**src/design/csm_pkg.sv**
```systemverilog
// Shared types, constants and helpers for the substring matcher
package csm_pkg;

  localparam int MAX_PATTERN   = 32;
  localparam int POSITION_BITS = 24;
  localparam int BYTE_W        = 8;
  localparam int PAT_W         = MAX_PATTERN * BYTE_W;
  localparam int FILL_W        = $clog2(MAX_PATTERN + 1);
  localparam int CFG_DATA_W    = 64;
  localparam int CFG_IDX_W     = 3;
  localparam int WORD_BYTES    = CFG_DATA_W / BYTE_W;
  localparam int QUEUE_DEPTH   = 2;
  localparam int QPTR_W        = $clog2(QUEUE_DEPTH);
  localparam int QCNT_W        = $clog2(QUEUE_DEPTH + 1);

  localparam logic [POSITION_BITS-1:0] POS_MAX = {POSITION_BITS{1'b1}};

  localparam logic [BYTE_W-1:0] CHAR_UPPER_A = 8'h41;
  localparam logic [BYTE_W-1:0] CHAR_UPPER_Z = 8'h5A;
  localparam logic [BYTE_W-1:0] CASE_OFFSET  = 8'h20;

  // Result kinds
  localparam logic RESULT_MATCH   = 1'b0;
  localparam logic RESULT_SUMMARY = 1'b1;

  // Configuration register indexes
  typedef enum logic [CFG_IDX_W-1:0] {
    REG_PATTERN_WORD_0 = 3'd0,
    REG_PATTERN_WORD_1 = 3'd1,
    REG_PATTERN_WORD_2 = 3'd2,
    REG_PATTERN_WORD_3 = 3'd3,
    REG_PATTERN_LENGTH = 3'd4
  } cfg_reg_t;

  // Back-end sequencing: first result of an entry, or pending summary
  typedef enum logic {
    BK_FIRST,
    BK_SUMMARY
  } back_state_t;

  // Classified byte handed from front to back
  typedef struct packed {
    logic                     hit;
    logic                     last;
    logic                     pos_ovf;
    logic [POSITION_BITS-1:0] end_pos;
  } csm_item_t;

  // Queue status seen by its two sides
  typedef struct packed {
    logic full;
    logic nonempty;
  } csm_queue_status_t;

  // Fold upper-case ASCII letters to lower case
  function automatic logic [BYTE_W-1:0] fold_byte(input logic [BYTE_W-1:0] c);
    logic [BYTE_W-1:0] r;
    r = c;
    if (c >= CHAR_UPPER_A && c <= CHAR_UPPER_Z) begin
      r = c + CASE_OFFSET;
    end
    return r;
  endfunction

endpackage

```
**src/design/case_insensitive_substring_matcher.sv**
```systemverilog
// Case-insensitive streaming substring matcher, top level.
//
// Input channel: one text byte per beat (in_text_byte, in_final_byte) under
// in_valid / in_stall. Output channel: one result per beat under out_valid /
// out_stall. A match result carries start, end (one past) and ordinal; the
// byte marked final adds a summary with the text length and total count,
// after which position, count and overflow restart from zero.
// Configuration: cfg_we with cfg_index 0..3 loads pattern words, index 4 the
// pattern length (0 disables matching); write only while the block is idle.
// Throughput: one byte per cycle while in_stall is low; a final byte that also
// completes a match yields a match and then a summary from the back end, which
// emits one result per cycle while out_stall does not hold it. A result passes
// through the queue write, then the output register load. The front compares
// the whole 32-byte window combinationally; a two-entry queue lets the front
// keep accepting while the back waits.
// Reset (rst_n low, synchronous) clears pattern, length and all stream state.
// While out_stall is high the result is held and the queue fills; in_stall
// rises once the queue is full.
module case_insensitive_substring_matcher import csm_pkg::*; (
  input  logic                     clk,
  input  logic                     rst_n,
  input  logic                     cfg_we,
  input  logic [CFG_IDX_W-1:0]     cfg_index,
  input  logic [CFG_DATA_W-1:0]    cfg_wdata,
  input  logic                     in_valid,
  output logic                     in_stall,
  input  logic [BYTE_W-1:0]        in_text_byte,
  input  logic                     in_final_byte,
  output logic                     out_valid,
  input  logic                     out_stall,
  output logic                     out_result_kind,
  output logic [POSITION_BITS-1:0] out_match_start,
  output logic [POSITION_BITS-1:0] out_match_end,
  output logic [POSITION_BITS-1:0] out_match_ordinal,
  output logic                     out_position_overflow,
  output logic                     out_run_last
);

  csm_queue_status_t q_status;
  csm_item_t         push_item;
  csm_item_t         head;
  logic              push;
  logic              pop;
  logic [FILL_W-1:0] pat_len;

  csm_front u_front (
    .clk           (clk),
    .rst_n         (rst_n),
    .cfg_we        (cfg_we),
    .cfg_index     (cfg_index),
    .cfg_wdata     (cfg_wdata),
    .in_valid      (in_valid),
    .in_stall      (in_stall),
    .in_text_byte  (in_text_byte),
    .in_final_byte (in_final_byte),
    .q_status      (q_status),
    .push          (push),
    .push_item     (push_item),
    .pat_len       (pat_len)
  );

  csm_queue u_queue (
    .clk       (clk),
    .rst_n     (rst_n),
    .push      (push),
    .push_item (push_item),
    .pop       (pop),
    .head      (head),
    .status    (q_status)
  );

  csm_back u_back (
    .clk                   (clk),
    .rst_n                 (rst_n),
    .q_status              (q_status),
    .head                  (head),
    .pat_len               (pat_len),
    .pop                   (pop),
    .out_valid             (out_valid),
    .out_stall             (out_stall),
    .out_result_kind       (out_result_kind),
    .out_match_start       (out_match_start),
    .out_match_end         (out_match_end),
    .out_match_ordinal     (out_match_ordinal),
    .out_position_overflow (out_position_overflow),
    .out_run_last          (out_run_last)
  );

endmodule

```
**src/design/csm_front.sv**
```systemverilog
// Front end: pattern registers, byte window, position tracking and match detection
module csm_front import csm_pkg::*; (
  input  logic                     clk,
  input  logic                     rst_n,
  input  logic                     cfg_we,
  input  logic [CFG_IDX_W-1:0]     cfg_index,
  input  logic [CFG_DATA_W-1:0]    cfg_wdata,
  input  logic                     in_valid,
  output logic                     in_stall,
  input  logic [BYTE_W-1:0]        in_text_byte,
  input  logic                     in_final_byte,
  input  csm_queue_status_t        q_status,
  output logic                     push,
  output csm_item_t                push_item,
  output logic [FILL_W-1:0]        pat_len
);

  logic [PAT_W-1:0]         pat_r;
  logic [FILL_W-1:0]        len_r;
  logic [PAT_W-1:0]         win_r;
  logic [PAT_W-1:0]         win_nxt;
  logic [FILL_W-1:0]        fill_r;
  logic [FILL_W-1:0]        fill_nxt;
  logic [POSITION_BITS-1:0] pos_r;
  logic [POSITION_BITS-1:0] pos_nxt;
  logic                     povf_r;
  logic                     povf_nxt;
  logic [CFG_DATA_W-1:0]    word_folded;
  logic [PAT_W-1:0]         pat_rev;
  logic [PAT_W-1:0]         pat_aligned;
  logic [FILL_W-1:0]        align_sh;
  logic [MAX_PATTERN-1:0]   byte_ok;
  logic                     len_ok;
  logic                     accept;

  assign accept   = in_valid && !q_status.full;
  assign in_stall = q_status.full;
  assign pat_len  = len_r;

  // Fold each byte of a pattern word as it is written
  always_comb begin
    for (int i = 0; i < WORD_BYTES; i++) begin
      word_folded[i*BYTE_W +: BYTE_W] = fold_byte(cfg_wdata[i*BYTE_W +: BYTE_W]);
    end
  end

  // Take configuration writes; unknown indexes drop
  always_ff @(posedge clk) begin
    if (!rst_n) begin
      pat_r <= '0;
      len_r <= '0;
    end else if (cfg_we) begin
      unique case (cfg_index)
        REG_PATTERN_WORD_0: pat_r[0*CFG_DATA_W +: CFG_DATA_W] <= word_folded;
        REG_PATTERN_WORD_1: pat_r[1*CFG_DATA_W +: CFG_DATA_W] <= word_folded;
        REG_PATTERN_WORD_2: pat_r[2*CFG_DATA_W +: CFG_DATA_W] <= word_folded;
        REG_PATTERN_WORD_3: pat_r[3*CFG_DATA_W +: CFG_DATA_W] <= word_folded;
        REG_PATTERN_LENGTH: len_r <= cfg_wdata[FILL_W-1:0];
        default: ;
      endcase
    end
  end

  // Shift the new byte into the window, newest at byte 0
  assign win_nxt = {win_r[PAT_W-BYTE_W-1:0], fold_byte(in_text_byte)};

  // Advance fill and position, saturating
  always_comb begin
    fill_nxt = (fill_r < FILL_W'(MAX_PATTERN)) ? fill_r + 1'b1 : fill_r;
    if (pos_r == POS_MAX) begin
      pos_nxt  = pos_r;
      povf_nxt = 1'b1;
    end else begin
      pos_nxt  = pos_r + 1'b1;
      povf_nxt = povf_r;
    end
  end

  // Reverse the pattern, then align its last byte with window byte 0
  always_comb begin
    for (int m = 0; m < MAX_PATTERN; m++) begin
      pat_rev[m*BYTE_W +: BYTE_W] = pat_r[(MAX_PATTERN-1-m)*BYTE_W +: BYTE_W];
    end
  end

  assign align_sh    = FILL_W'(MAX_PATTERN) - len_r;
  assign pat_aligned = pat_rev >> {align_sh, 3'b000};

  // Compare every window byte in parallel; bytes past the length always pass
  always_comb begin
    for (int k = 0; k < MAX_PATTERN; k++) begin
      byte_ok[k] = (FILL_W'(k) >= len_r) ||
                   (win_nxt[k*BYTE_W +: BYTE_W] == pat_aligned[k*BYTE_W +: BYTE_W]);
    end
  end

  assign len_ok = (len_r != '0) && (len_r <= FILL_W'(MAX_PATTERN)) && (fill_nxt >= len_r);

  // Hand the classified beat to the queue
  assign push              = accept;
  assign push_item.hit     = len_ok && (&byte_ok);
  assign push_item.last    = in_final_byte;
  assign push_item.pos_ovf = povf_nxt;
  assign push_item.end_pos = pos_nxt;

  // Update stream state; a final byte restarts it
  always_ff @(posedge clk) begin
    if (!rst_n) begin
      fill_r <= '0;
      pos_r  <= '0;
      povf_r <= 1'b0;
    end else if (accept) begin
      if (in_final_byte) begin
        fill_r <= '0;
        pos_r  <= '0;
        povf_r <= 1'b0;
      end else begin
        fill_r <= fill_nxt;
        pos_r  <= pos_nxt;
        povf_r <= povf_nxt;
      end
    end
  end

  // Window contents beyond the fill count never take part in a compare
  always_ff @(posedge clk) begin
    if (accept) begin
      win_r <= win_nxt;
    end
  end

endmodule

```
**src/design/csm_queue.sv**
```systemverilog
// Short queue between front and back ends
module csm_queue import csm_pkg::*; (
  input  logic              clk,
  input  logic              rst_n,
  input  logic              push,
  input  csm_item_t         push_item,
  input  logic              pop,
  output csm_item_t         head,
  output csm_queue_status_t status
);

  csm_item_t         mem_r [QUEUE_DEPTH];
  logic [QPTR_W-1:0] wr_ptr_r;
  logic [QPTR_W-1:0] rd_ptr_r;
  logic [QCNT_W-1:0] cnt_r;
  logic              do_push;
  logic              do_pop;

  assign status.full     = (cnt_r == QCNT_W'(QUEUE_DEPTH));
  assign status.nonempty = (cnt_r != '0);
  assign do_push         = push && !status.full;
  assign do_pop          = pop && status.nonempty;
  assign head            = mem_r[rd_ptr_r];

  // Store incoming beats
  always_ff @(posedge clk) begin
    if (do_push) begin
      mem_r[wr_ptr_r] <= push_item;
    end
  end

  // Advance pointers and count
  always_ff @(posedge clk) begin
    if (!rst_n) begin
      wr_ptr_r <= '0;
      rd_ptr_r <= '0;
      cnt_r    <= '0;
    end else begin
      if (do_push) begin
        wr_ptr_r <= (wr_ptr_r == QPTR_W'(QUEUE_DEPTH - 1)) ? '0 : wr_ptr_r + 1'b1;
      end
      if (do_pop) begin
        rd_ptr_r <= (rd_ptr_r == QPTR_W'(QUEUE_DEPTH - 1)) ? '0 : rd_ptr_r + 1'b1;
      end
      if (do_push && !do_pop) begin
        cnt_r <= cnt_r + 1'b1;
      end else if (do_pop && !do_push) begin
        cnt_r <= cnt_r - 1'b1;
      end
    end
  end

endmodule

```
**src/design/csm_back.sv**
```systemverilog
// Back end: match counting and result generation into the output register
module csm_back import csm_pkg::*; (
  input  logic                     clk,
  input  logic                     rst_n,
  input  csm_queue_status_t        q_status,
  input  csm_item_t                head,
  input  logic [FILL_W-1:0]        pat_len,
  output logic                     pop,
  output logic                     out_valid,
  input  logic                     out_stall,
  output logic                     out_result_kind,
  output logic [POSITION_BITS-1:0] out_match_start,
  output logic [POSITION_BITS-1:0] out_match_end,
  output logic [POSITION_BITS-1:0] out_match_ordinal,
  output logic                     out_position_overflow,
  output logic                     out_run_last
);

  back_state_t              state_r;
  back_state_t              state_nxt;
  logic [POSITION_BITS-1:0] cnt_r;
  logic [POSITION_BITS-1:0] cnt_nxt;
  logic                     covf_r;
  logic                     covf_nxt;
  logic                     out_valid_r;
  logic                     out_valid_nxt;
  logic                     kind_r;
  logic                     kind_nxt;
  logic [POSITION_BITS-1:0] start_r;
  logic [POSITION_BITS-1:0] start_nxt;
  logic [POSITION_BITS-1:0] end_r;
  logic [POSITION_BITS-1:0] end_nxt;
  logic [POSITION_BITS-1:0] ord_r;
  logic [POSITION_BITS-1:0] ord_nxt;
  logic                     ovf_r;
  logic                     ovf_nxt;
  logic                     last_r;
  logic                     last_nxt;
  logic                     out_free;
  logic                     work;
  logic                     load;
  logic                     cnt_sat;

  assign out_free = !out_valid_r || !out_stall;
  assign work     = q_status.nonempty && out_free;
  assign cnt_sat  = (cnt_r == POS_MAX);

  // Next state: a match on a final byte leaves a summary pending
  always_comb begin
    state_nxt = state_r;
    unique case (state_r)
      BK_FIRST: begin
        if (work && head.hit && head.last) begin
          state_nxt = BK_SUMMARY;
        end
      end
      BK_SUMMARY: begin
        if (work) begin
          state_nxt = BK_FIRST;
        end
      end
      default: state_nxt = BK_FIRST;
    endcase
  end

  // Outputs: build the next result, count matches, pop finished entries
  always_comb begin
    pop       = 1'b0;
    load      = 1'b0;
    cnt_nxt   = cnt_r;
    covf_nxt  = covf_r;
    kind_nxt  = RESULT_MATCH;
    start_nxt = head.end_pos - POSITION_BITS'(pat_len);
    end_nxt   = head.end_pos;
    ord_nxt   = cnt_r;
    ovf_nxt   = head.pos_ovf | covf_r;
    last_nxt  = 1'b1;
    unique case (state_r)
      BK_FIRST: begin
        if (work) begin
          if (head.hit) begin
            load     = 1'b1;
            cnt_nxt  = cnt_sat ? cnt_r : cnt_r + 1'b1;
            covf_nxt = covf_r | cnt_sat;
            ovf_nxt  = head.pos_ovf | covf_r | cnt_sat;
            last_nxt = !head.last;
            pop      = !head.last;
          end else if (head.last) begin
            load      = 1'b1;
            kind_nxt  = RESULT_SUMMARY;
            start_nxt = '0;
            pop       = 1'b1;
            cnt_nxt   = '0;
            covf_nxt  = 1'b0;
          end else begin
            pop = 1'b1;
          end
        end
      end
      BK_SUMMARY: begin
        if (work) begin
          load      = 1'b1;
          kind_nxt  = RESULT_SUMMARY;
          start_nxt = '0;
          pop       = 1'b1;
          cnt_nxt   = '0;
          covf_nxt  = 1'b0;
        end
      end
      default: ;
    endcase
    out_valid_nxt = out_free ? load : out_valid_r;
  end

  // Hold control state
  always_ff @(posedge clk) begin
    if (!rst_n) begin
      state_r     <= BK_FIRST;
      cnt_r       <= '0;
      covf_r      <= 1'b0;
      out_valid_r <= 1'b0;
    end else begin
      state_r     <= state_nxt;
      cnt_r       <= cnt_nxt;
      covf_r      <= covf_nxt;
      out_valid_r <= out_valid_nxt;
    end
  end

  // Load the output payload when a new result goes out
  always_ff @(posedge clk) begin
    if (load) begin
      kind_r  <= kind_nxt;
      start_r <= start_nxt;
      end_r   <= end_nxt;
      ord_r   <= ord_nxt;
      ovf_r   <= ovf_nxt;
      last_r  <= last_nxt;
    end
  end

  assign out_valid             = out_valid_r;
  assign out_result_kind       = kind_r;
  assign out_match_start       = start_r;
  assign out_match_end         = end_r;
  assign out_match_ordinal     = ord_r;
  assign out_position_overflow = ovf_r;
  assign out_run_last          = last_r;

endmodule

```
**config.mk**
```make
export PLATFORM = sky130hd
export DESIGN_NAME = case_insensitive_substring_matcher
export DESIGN_NICKNAME = d
export VERILOG_FILES = /design/src/design/csm_pkg.sv /design/src/design/case_insensitive_substring_matcher.sv /design/src/design/csm_front.sv /design/src/design/csm_queue.sv /design/src/design/csm_back.sv
export SDC_FILE = /design/constraint.sdc
export NUM_CORES = 2
export LEC_CHECK = 0
export BUFFER_PORTS_ARGS = -buffer_cell sky130_fd_sc_hd__buf_2
export CAP_MARGIN = 20
export CELL_PAD_IN_SITES_DETAIL_PLACEMENT = 1
export CELL_PAD_IN_SITES_GLOBAL_PLACEMENT = 2
export CORE_MARGIN = 8
export CORE_UTILIZATION = 42
export CTS_CLUSTER_SIZE = 12
export DETAILED_ROUTE_END_ITERATION = 12
export PLACE_DENSITY_LB_ADDON = 0.1
export SLEW_MARGIN = 20
export SYNTH_ARGS = -nofsm -noshare
export SYNTH_HDL_FRONTEND = slang
export SYNTH_HIERARCHICAL = 1
export SYNTH_SLANG_ARGS = --single-unit
```
**constraint.sdc**
```tcl
create_clock -name clk -period 15 [get_ports clk]
set_input_delay 1.5 -clock clk [delete_from_list [all_inputs] [get_ports clk]]
set_output_delay 1.5 -clock clk [all_outputs]
set_load 0.005 [all_outputs]
```
==> flow_metrics.py <==
metrics = {
    "global_route": {
        "track_usage_pct": 36.3,
        "gr-total-overflow": 0,
        "antenna_found_initial": 6,
        "grt_pass1_vias": 40600,
        "grt_pass1_wl_um": 319000,
        "grt_max_degree": 137,
    },
    "die": {
        "core_um2": 110000,
        "initial_core_util_pct": 42.2,
        "die_area_um2": 122000,
        "die_w_um": 349,
        "rows": 122,
        "die_y_um": 349,
        "ios": 158,
    },
    "cells_and_area": {
        "layout_common_cells": "nand2_1, edfxtp_1, mux2i_1, dfxtp_1, nor2_1",
        "area_delta_synth_final_pct": 10.0,
        "drive_gt1_share_pct": 17.9,
        "final_common_cell": "nand2_1",
        "finalNonFillerCells": 6199,
        "layout.nets": 4748,
    },
    "clock_tree": {
        "cts_setup_buffers": 0,
        "cts_tree": "built",
        "cts_root_buf": "clkbuf_16",
        "cts_buffer_depth": 3,
        "cts_hold_buf": 0,
        "clk_pin_slew_ns": 0.06,
        "clk_latency_ns": 0.70,
        "cts-resized-gates": 0,
        "numCtsBuffers": 86,
        "ctsHtreeMaxLevel": 3,
        "cts_sinks": 702,
    },
    "yosys": {
        "synth_adder_area_share_pct": 0.816,
        "synth_top_family_by_area": "multiplexers",
        "syn-cell-area_um2": 46600,
        "synthXorXnorAreaFrac_pct": 3.27,
        "synthSimpleGateAreaFrac_pct": 15.2,
        "syn_inst": 4626,
        "async_reset_ff_share_pct": 0,
        "yosys_warnings": 6,
        "synth_top_area_share_pct": 24.3,
        "synth_largest_area_cell": "edfxtp_1",
        "synth_seq_area_share_pct": 38.3,
        "syn_nets": 4736,
        "synth_cell_types": 118,
        "synthFlopType": "edfxtp_1",
        "syn_area_per_cell_um2": 10.1,
        "synth_edf_count": 377,
        "synth_compound_area_share_pct": 17.5,
        "muxShareOfSynthArea_pct": 20.1,
        "ys_ff_latch": 702,
        "synthTopCellsByArea": "edfxtp_1, dfxtp_1, mux2i_1, mux4_2, nand2_1",
    },
    "drt": {
        "drtAntennaViolNets": 0,
        "drt_pass1_iterations": 5,
        "vias": 41500,
        "avgRoutedWirePerCell_um": 36.9,
        "first_iter_violations": 4900,
        "wl_um": 229000,
        "drt-vias-per-instance": 6.69,
        "drc_errors": 0,
    },
    "run_status": {
        "status": "finished, final reports clean",
    },
    "sta": {
        "clock_skew_ns": 0.0178,
        "hold_viol": 0,
        "period_needed_ns": 7.62,
        "max_freq_mhz": 131,
        "period_share_pct": 50.8,
        "setup_tns_ns": 0,
        "rsz0062_at_grt": "no",
        "tightest_slew_ns": 1.25,
        "slew_headroom_pct": 14.3,
        "setup_violations": 0,
        "maxSlewViolCount": 0,
    },
    "power_and_ir_drop": {
        "peakVddDrop_mv": 0.0927,
        "power.density_nw_per_um2": 122,
        "p_leak_nw": 17.8,
        "fin_total_pwr_mw": 6.24,
    },
    "flow_run": {
        "maxCapViolCount": 0,
    },
    "worst_setup_path": {
        "path_depth": 16,
        "critical_path_buf_inv_count": 4,
        "crit_required_ns": 15.48,
        "slowest_delay_ns": 0.76,
        "endpoint_kind": "flip-flop",
        "path_delay_family": "buffers and inverters",
        "reg2regPathDepth": 16,
        "cp_common_cell": "buf_4",
        "crit_path_start_kind": "flip-flop",
        "cp_cell_sequence": "inv_6 > ha_4 > xor2_4 > buf_4 > buf_4 > buf_4 > mux2i_1 > o221ai_1 > mux2i_1 > o21ai_1 > xor2_1 > nand4_1 > or2_0 > a2111oi_0 > nand4_1 > nor4_2",
        "slowest_stage": "buf_4",
        "crit_type": "reg2reg",
        "critPathMaxFanout": 58,
        "cp.arrival_ns": 8.10,
    },
    "min_path": {
        "hold_path.class": "reg2reg",
        "holdPathStages": 2,
    },
    "place": {
        "io_buffer_count": 157,
        "gp_congestion": 1.05,
        "place_hpwl_um": 174000,
        "dp.cells": 6037,
    },
}
-- final timing paths --
path / endpoint / from / slack, ns
min reg2reg: u_front/povf_r$_SDFFE_PN0P_ / u_front/povf_r$_SDFFE_PN0P_ / 0.47
max: u_queue/mem_r[1][26]$_DFFE_PP_ / u_front/pat_len[0]$_SDFFE_PN0P_ / 7.38
min: u_front/povf_r$_SDFFE_PN0P_ / u_front/povf_r$_SDFFE_PN0P_ / 0.47
max reg2reg: u_queue/mem_r[1][26]$_DFFE_PP_ / u_front/pat_len[0]$_SDFFE_PN0P_ / 7.38
-- state kept, by name, indices dropped and copies added, names as in the netlist, 6 cells and up, named ones only --
| signal | count |
|---|---|
| u_back/out_match_end | 24 |
| u_back/out_match_start | 24 |
| u_back/cnt_r | 24 |
| u_front/pat_r | 256 |
| u_back/out_match_ordinal | 24 |
| u_front/pos_r | 24 |
| u_front/pat_len | 6 |
| u_queue/mem_r | 54 |
| u_front/win_r | 248 |
| u_front/fill_r | 6 |
-- cell usage after synthesis, types with 28 or more instances --
| master | n |
|---|---|
| a21boi_0 | 167 |
| a21oi_1 | 153 |
| a22oi_1 | 40 |
| a31oi_1 | 59 |
| and2_1 | 36 |
| buf_2 | 80 |
| buf_4 | 66 |
| buf_6 | 32 |
| clkbuf_1 | 150 |
| dfxtp_1 | 325 |
| edfxtp_1 | 377 |
| ha_1 | 28 |
| inv_1 | 65 |
| mux2_2 | 200 |
| mux2i_1 | 371 |
| mux4_2 | 149 |
| nand2_1 | 619 |
| nand2b_1 | 31 |
| nand3_1 | 130 |
| nand4_1 | 65 |
| nor2_1 | 210 |
| nor2b_1 | 55 |
| nor3_1 | 74 |
| nor4_1 | 32 |
| o211a_1 | 90 |
| o211ai_1 | 32 |
| o21ai_0 | 168 |
| o221ai_1 | 36 |
| o22ai_1 | 75 |
| or3_1 | 50 |
| xnor2_1 | 87 |
| xor2_1 | 82 |
-- cell families (layout without fill, tap and decap cells) --
kind of cell	count (synthesis)	count (layout)
AOI/OAI and AO/OA	1127	1127
and+or+nand+nor	1454	1454
buffers and inverters	417	499
other	0	3
DFF	702	702
muxes	725	725
adders and majority gates	30	30
xor gates and xnor gates	171	171
-- where the power goes --
group	total (mW)	switching, mW	internal, mW
Sequential	2.68	0.265	2.42
Clock	2.18	0.933	1.25
Combinational	1.37	0.941	0.434
Total	6.24	2.14	4.10
-- stage by stage --
stage / util [%] / hold slack, ns / setup WS [ns] / cell area (um^2)
global route: 46.4 / 0.473 / 6.97 / 51300
global placement: 43.8 / 0.432 / 7.58 / 48300
CTS: 46.4 / 0.466 / 7.51 / 51200
floorplan: - / 0.426 / 3.95 / 46600
detailed placement: 43.8 / 0.449 / 7.56 / 48300
finish: 46.4 / 0.470 / 7.38 / 51300
-- worst register-to-register path, delay by kind of cell (launching register included) --
| kind | cells | cell delay [ns] |
|---|---|---|
| buffers and inverters | 4 | 2.44 |
| AOI/OAI and AO/OA | 3 | 1.37 |
| and+or+nand+nor | 4 | 1.22 |
| xor gates and xnor gates | 2 | 0.73 |
| DFF | 1 | 0.70 |
| muxes | 2 | 0.61 |
| adders and majority gates | 1 | 0.34 |
-- layer usage --
layer  global-route usage [%]  up-vias  routed length, um
met4                     22.0        2              16900
met2                     57.6     2035             103000
li1                         -    17700                  -
met3                     7.52      535              18800
met1                     45.5    21200              90100
met5                        0        -                 15
-- cell type report --
| type | instances | area (um^2) |
|---|---|---|
| flip-flops and latches | 702 | 17800 |
| well taps | 1488 | 1860 |
| inverters | 74 | 292 |
| diodes | 3 | 7.51 |
| clock inverters | 44 | 526 |
| clock buffers | 114 | 2400 |
| multi-input cells | 3507 | 26700 |
| fillers | 12200 | 59100 |
| repair buffers | 267 | 1650 |
(Power assumes the default switching activity.)
